**config.mk**
```make
export PLATFORM = sky130hd
export DESIGN_NAME = urx_core
export DESIGN_NICKNAME = d
export VERILOG_FILES = /design/src/design/urx_pkg.sv /design/src/design/urx_core.sv
export SDC_FILE = /design/constraint.sdc
export NUM_CORES = 1
export LEC_CHECK = 0
export BUFFER_PORTS_ARGS = -buffer_cell sky130_fd_sc_hd__buf_4
export CORE_MARGIN = 2
export CORE_UTILIZATION = 30
export CTS_BUF_LIST = sky130_fd_sc_hd__clkbuf_16
export DETAILED_ROUTE_END_ITERATION = 12
export GPL_ROUTABILITY_DRIVEN = 0
export PLACE_DENSITY = 0.51
export SKIP_CTS_REPAIR_TIMING = 1
export SYNTH_ARGS = -nofsm -noshare
export SYNTH_HDL_FRONTEND = slang
export SYNTH_SLANG_ARGS = --single-unit
```
**constraint.sdc**
```tcl
create_clock -name clk -period 2.3 [get_ports clk]
set_input_delay 0.23 -clock clk [delete_from_list [all_inputs] [get_ports clk]]
set_output_delay 0.23 -clock clk [all_outputs]
set_load 0.01 [all_outputs]
```
**src/design/urx_pkg.sv**
```systemverilog
// Package for the framed UART receiver: register indexes, widths,
// configuration struct and receiver phase encoding.
// No dependencies.
package urx_pkg;

  // Configuration port widths
  localparam int CfgIdxW  = 4;
  localparam int CfgDataW = 16;

  // Register indexes on the configuration port
  localparam logic [CfgIdxW-1:0] CFG_BIT_TICKS   = 4'd0;
  localparam logic [CfgIdxW-1:0] CFG_DATA_BITS   = 4'd1;
  localparam logic [CfgIdxW-1:0] CFG_PARITY_MODE = 4'd2;
  localparam logic [CfgIdxW-1:0] CFG_EXTRA_STOP  = 4'd3;

  // Parity mode codes (parity bit is skipped, never checked)
  localparam logic [1:0] PAR_NONE = 2'd0;
  localparam logic [1:0] PAR_O    = 2'd1;
  localparam logic [1:0] PAR_E    = 2'd2;

  // Reset values of the configuration registers
  localparam logic [15:0] BIT_TICKS_RST = 16'd104;
  localparam logic [3:0]  DATA_BITS_RST = 4'd8;

  // Data bit count limits
  localparam logic [3:0] DATA_BITS_MIN = 4'd5;
  localparam logic [3:0] DATA_BITS_MAX = 4'd8;

  // Live configuration handed to the framing core
  typedef struct packed {
    logic [15:0] bit_ticks;
    logic [3:0]  data_bits;
    logic [1:0]  parity_mode;
    logic        extra_stop;
  } urx_cfg_t;

  // Receiver phase, one-hot
  typedef enum logic [5:0] {
    PH_IDLE   = 6'b000001,
    PH_START  = 6'b000010,
    PH_DATA   = 6'b000100,
    PH_PARITY = 6'b001000,
    PH_STOP1  = 6'b010000,
    PH_STOP2  = 6'b100000
  } urx_phase_t;

endpackage

```
**src/design/urx_core.sv**
```systemverilog
// Framing state machine of the UART receiver: start detect, mid-bit data
// sampling, parity skip and stop bits. Advances one tick per accepted beat.
// Depends on urx_pkg.
module urx_core
  import urx_pkg::*;
(
  input  logic       clk,
  input  logic       rst_n,
  input  logic       tick_en,
  input  logic       rx_level,
  input  urx_cfg_t   cfg,
  output logic       char_valid,
  output logic [7:0] char_data
);

  urx_phase_t  phase_r, phase_nxt;
  logic [15:0] tick_r, tick_nxt;
  logic [2:0]  idx_r, idx_nxt;
  logic [7:0]  shift_r, shift_nxt;

  logic [15:0] period;
  logic [15:0] half;
  logic [3:0]  eff_bits;
  logic [3:0]  idx_inc;
  logic        has_parity;
  logic        tick_more;

  // Effective configuration: zero period acts as one, data bits clamped
  always_comb begin
    period = (cfg.bit_ticks == 16'd0) ? 16'd1 : cfg.bit_ticks;
    half   = {1'b0, period[15:1]};
    if (cfg.data_bits < DATA_BITS_MIN) begin
      eff_bits = DATA_BITS_MIN;
    end else if (cfg.data_bits > DATA_BITS_MAX) begin
      eff_bits = DATA_BITS_MAX;
    end else begin
      eff_bits = cfg.data_bits;
    end
    has_parity = (cfg.parity_mode != PAR_NONE);
    idx_inc    = {1'b0, idx_r} + 4'd1;
    tick_more  = |tick_r[15:1];
  end

  // Next state for one tick
  always_comb begin
    phase_nxt  = phase_r;
    tick_nxt   = tick_r;
    idx_nxt    = idx_r;
    shift_nxt  = shift_r;
    char_valid = 1'b0;
    if (tick_en) begin
      if (phase_r == PH_IDLE) begin
        // wait for the start edge
        if (!rx_level) begin
          shift_nxt = 8'd0;
          idx_nxt   = 3'd0;
          if (half == 16'd0) begin
            phase_nxt = PH_DATA;
            tick_nxt  = period;
          end else begin
            phase_nxt = PH_START;
            tick_nxt  = half;
          end
        end
      end else if (tick_more) begin
        tick_nxt = tick_r - 16'd1;
      end else begin
        tick_nxt = period;
        unique case (phase_r)
          PH_START: begin
            phase_nxt = PH_DATA;
            idx_nxt   = 3'd0;
            shift_nxt = 8'd0;
          end
          PH_DATA: begin
            shift_nxt = shift_r | (8'(rx_level) << idx_r);
            if (idx_inc >= eff_bits) begin
              idx_nxt   = 3'd0;
              phase_nxt = has_parity ? PH_PARITY : PH_STOP1;
            end else begin
              idx_nxt = idx_inc[2:0];
            end
          end
          PH_PARITY: begin
            phase_nxt = PH_STOP1;
          end
          PH_STOP1: begin
            if (cfg.extra_stop) begin
              phase_nxt = PH_STOP2;
            end else begin
              char_valid = 1'b1;
              phase_nxt  = PH_IDLE;
              tick_nxt   = 16'd0;
              idx_nxt    = 3'd0;
            end
          end
          PH_STOP2: begin
            char_valid = 1'b1;
            phase_nxt  = PH_IDLE;
            tick_nxt   = 16'd0;
            idx_nxt    = 3'd0;
          end
          default: begin
            phase_nxt = PH_IDLE;
            tick_nxt  = 16'd0;
          end
        endcase
      end
    end
  end

  assign char_data = shift_r;

  // State registers
  always_ff @(posedge clk) begin
    if (!rst_n) begin
      phase_r <= PH_IDLE;
      tick_r  <= 16'd0;
      idx_r   <= 3'd0;
      shift_r <= 8'd0;
    end else begin
      phase_r <= phase_nxt;
      tick_r  <= tick_nxt;
      idx_r   <= idx_nxt;
      shift_r <= shift_nxt;
    end
  end

endmodule

```
-- After elaboration in Yosys (flattened, before gate mapping)
Index checks and enable logic that the tools add are counted.
- flip-flop bits (word level): 33
- bits in latches: 0
- RAM bits: 0
- memory bits (read-only): 0
- memories kept: 0
- output and inout port bits: 9
- equal/unequal tests: 10
- $add $sub $neg: 2
- div/mod/pow operators: 0
- $mul: 0
- shift operators: 1
- bitwise operators: 1
- reduce and logical (&&, ||, !) cells: 12
- mux-type cells: 32
- magnitude comparators: 3
- operators with widths (kind ; count):
    16-bit 2-to-1 mux ; 6
    16-bit logical NOT ; 2
    16-bit case mux with 2 select lines ; 1
    6-bit 2-to-1 mux ; 5
    8-bit 2-to-1 mux ; 3
    6-bit case mux with 4 select lines ; 1
    3-bit 2-to-1 mux ; 6
    8-bit case mux with 2 select lines ; 1
    16-bit by 1-bit subtractor with 16-bit output, second input constant ; 1
    15-bit OR reduction ; 1
    3-bit case mux with 3 select lines ; 1
    4-bit 2-to-1 mux ; 2
    8-bit bitwise OR ; 1
    4-bit AND reduction ; 2
    1-bit by 3-bit << shifter with 8-bit output ; 1
    6-bit by 1-bit equality test with 1-bit output, second input constant ; 1
    6-bit by 2-bit equality test with 1-bit output, second input constant ; 1
    6-bit by 3-bit equality test with 1-bit output, second input constant ; 1
    6-bit by 4-bit equality test with 1-bit output, second input constant ; 1
    6-bit by 5-bit equality test with 1-bit output, second input constant ; 1
    6-bit equality test, second input constant ; 1
    3-bit != test, second input constant ; 2
    5-bit 2-to-1 mux ; 1
    5-bit AND reduction ; 1
    14 further kinds ; 17

-- Logic depth before layout (Yosys ltp)
- depth in word-level cells: 8
- mapped depth: 10
- gate-level depth less buffers: 9

-- Worst setup path after synthesis
Ideal clock, no wire load.
- kind: reg-to-reg
- start: reg tick_r[7]
- end: reg tick_r[12]
- clock period less this slack: 2051 ps
- stages on the path, launching flop included: 7
- data required time: 2174 ps
- library setup time: 126 ps
- arrival: 1925 ps
- setup slack: 249 ps
- cells stage by stage: dfxtp_1 or3_4 or4_4 nor3_1 mux2_2 a21oi_1 o22ai_1
- cells in the longest elaborated chain, start to end: 3
- RTL lines (item ; line ; source):
    from (decl) ; urx_core.sv:17 ; logic [15:0] tick_r, tick_nxt;
    from (signal assigned) ; urx_core.sv:123 ; tick_r <= tick_nxt;
    16-bit by 1-bit subtractor with 16-bit output or 15-bit OR reduction (tied branches) ; urx_core.sv:66, urx_core.sv:41 ;
    16-bit 2-to-1 mux * ; urx_core.sv:65 ; end else if (tick_more) begin
    16-bit 2-to-1 mux * ; urx_core.sv:52 ; if (phase_r == PH_IDLE) begin
Mark *: on every way between the ends. The rest lies on a longest branch, timed or not.
A chain may end at the register's enable or synchronous reset.

-- Final worst setup path
- start: reg tick_r[11]
- end: reg idx_r[2]
- cells in the longest elaborated chain, start to end: 3
- RTL lines (item ; line ; source):
    15-bit OR reduction ; urx_core.sv:41 ; tick_more = |tick_r[15:1];
    2-bit by 1-bit != test with 1-bit output (no source line) ; n/a ;
    5-bit AND reduction (no source line) ; n/a ;
    to (signal assigned) ; urx_core.sv:124 ; idx_r <= idx_nxt;
    to (decl) ; urx_core.sv:18 ; logic [2:0] idx_r, idx_nxt;
Every way passes these cells.

==> metrics <==
Synth top area share 28.2%; outcome finished, final reports clean; Cell variety after synth 62; commonest non-fill, non-tap cell in the layout buf_4; Reg clk slew, reported paths 0.06 ns; WL per Instance 15.8 um; first-pass GRT wire length 11,500 um; Max Cap Violations 0; pre-CTS WS 0.130 ns; dpl cell area 2790 um^2; layout cells sized above 1 26.2%; Worst VDD drop 0.714 mV; CP startpoint kind register; DRC errors left 0; cts bufs inserted 5; pin count of the biggest net entering global routing 26; total congestion overflow 0; Site Rows 32; Pwr Total 0.00406 W; Mapped Area 2340 um^2; Yosys reg bits 33; total track usage 16.8%; Post-synth EDFFs 0; max-slew violation count 0; Synth Instances 291; TNS Setup 0 ns; Root Buffer Master clkbuf_16; FF+latch area 661 um^2; final instance area 2940 um^2; WL final 7030 um; Die Y 92.4 um; top cells by area, synth dfxtp_1 28%, a21oi_1 4.9%, nor3_1 4.1%; sw power 0.00189 W; sequential share of power 22.4%; area leader, netlist dfxtp_1; CTS max path bufs 2; Rel. slew slack 57.8%; core area 7650 um^2; via count 2,458; FILL cells 821; final setup vio count 0; die width 92.4 um; RR Endpoint idx_r[2]$_SDFFE_PN0P_; H-Tree Depth 2; area of the multi-input gates 1530 um^2; vias in the first global route 2,335; initial drt markers 87; minimum clock period 2.20 ns; Hold Path Sink tick_r[9]$_SDFFE_PN0P_; Yosys warnings 0; fin worst setup slack 0.102 ns; RSZ-0062 raised after global routing no; Slew @ Worst Pin 0.633 ns; Seq/Total Area, Yosys 28.2%; Final HPWL DP 5320 um; CTS tree yes; Required @ worst endpoint 2.46 ns; Vias/cell 5.52; Static Leak 1.17 nW; num ports 36; # diodes 0; Hold Crit Depth 3; Main synth FF type dfxtp_1; clock sink count 33; worst-path maximum fanout 9; area grow syn2layout 25.3%; initial antenna violation count 0; final critical-path share of the clock period 95.6%; highest clock rate 0.455 GHz; most frequent cells in the layout 60 x buf_4, 33 x dfxtp_1, 23 x a21oi_1, 21 x nor2_1, 21 x nand2_1; Setup CP Type register to register; post-synthesis average cell area 8.05 um^2; share of flip-flops with an asynchronous set or reset 0%; Comb pwr share 61.8%; input/output buffers 35; detailed-router iteration count before antenna repair 4; die area 8530 um^2; clk_lat worst skew 0.27 ns; Clock Skews 0.00703 ns; Fin. Hold Viols 0; Routed Antenna Nets 0; Core Util, Final 38.4%; Starting Density 30.6%; Switching Fraction 46.5%; Internal 0.00217 W; Clock Power Share 15.8%; worst hold start cfg[16]; path depth of the worst reg2reg path 6; R2R Setup Slk 0.10 ns; Power Density 1380 nW/um^2; RR Startpoint tick_r[11]$_SDFFE_PN0P_; Synthesized Nets 324; Hold Path Class primary input to register; Worst EP arrival 2.36 ns; CP endpoint kind register; post-layout net count 375
## state kept, by name (all words and copies together) (netlist names)
| register | flops |
|---|---|
| phase_r | 6 |
| idx_r | 3 |
| tick_r | 16 |
| char_data | 8 |
## power groups by stage
stage	Combinational, W	Clock, W	Sequential, W
finish	0.00251	0.000642	0.000908
global route	0.00277	0.000675	0.000935
CTS	0.00249	0.000661	0.000899
detailed placement	0.00248	0	0.000913
global placement	0.00247	0	0.000915
floorplan	0.00179	0	0.000855
## per-stage QoR
step	hold slack (ns)	std cells
2_1_floorplan	0.368	291
3_3_place_gp	0.460	437
3_5_place_dp	0.464	437
4_1_cts	0.217	445
5_1_grt	0.232	445
6_report	0.221	445
## worst max-delay path by stage
stage / to / from / slack [ns]
floorplan: tick_r[12]$_SDFFE_PN0P_ / tick_r[7]$_SDFFE_PN0P_ / 0.25
global placement: idx_r[2]$_SDFFE_PN0P_ / tick_r[11]$_SDFFE_PN0P_ / 0.1
detailed placement: idx_r[2]$_SDFFE_PN0P_ / tick_r[11]$_SDFFE_PN0P_ / 0.13
CTS: char_valid / tick_r[7]$_SDFFE_PN0P_ / 0.03
global route: tick_r[0]$_SDFFE_PN0P_ / tick_r[7]$_SDFFE_PN0P_ / 0.004
finish: idx_r[2]$_SDFFE_PN0P_ / tick_r[11]$_SDFFE_PN0P_ / 0.10
## cell families after synthesis
group	after synthesis	synth area share, %
XOR/XNOR	12	4.49
multiplexers	2	0.908
AND/OR/NAND/NOR	122	28.9
flip-flops	33	28.2
adder cells (fa/ha/maj)	6	3.21
buffers and inverters	23	6.89
AO/OA/AOI/OAI	93	27.4
## cell type report
class	count	share of cell area (%)
Inverter	7	0.895
Clock buffer	5	4.26
Sequential cell	33	22.5
Tap cell	102	4.35
Clock inverter	3	0.597
Timing Repair Buffer	60	15.3
Multi-Input combinational cell	235	52.0
## worst max-delay path: stages (launching register included)
cell      delay [ns]
dfxtp_1         0.37
nor4_1          0.37
and3_1          0.32
a21oi_2         0.21
or4_4           0.60
o21ai_1         0.15
a21boi_1        0.07
## cells in the mapped netlist (3+ instances only)
library cell	count
nor2b_1	4
nor3_1	19
a211oi_1	3
and3_1	7
xor2_1	7
nand3b_1	3
xnor2_1	5
ha_1	6
a21oi_1	23
inv_1	6
nor2_1	22
a22oi_1	4
a221oi_1	6
nand2_1	21
a31oi_1	8
o31ai_1	3
o211ai_1	4
o21ai_0	19
nor4_1	8
dfxtp_1	33
o22ai_1	4
clkbuf_1	6
clkbuf_8	5
nand3_1	17
## routing by layer
metal,vias to the layer above,part of all wire [%],track usage (%)
met5,-,0,0
met4,0,1.4,5.35
met3,7,4.7,2.52
met2,66,47,28.3
met1,1168,47,22.1
li1,1217,-,-
No activity file was read; power rests on OpenSTA's default activity.
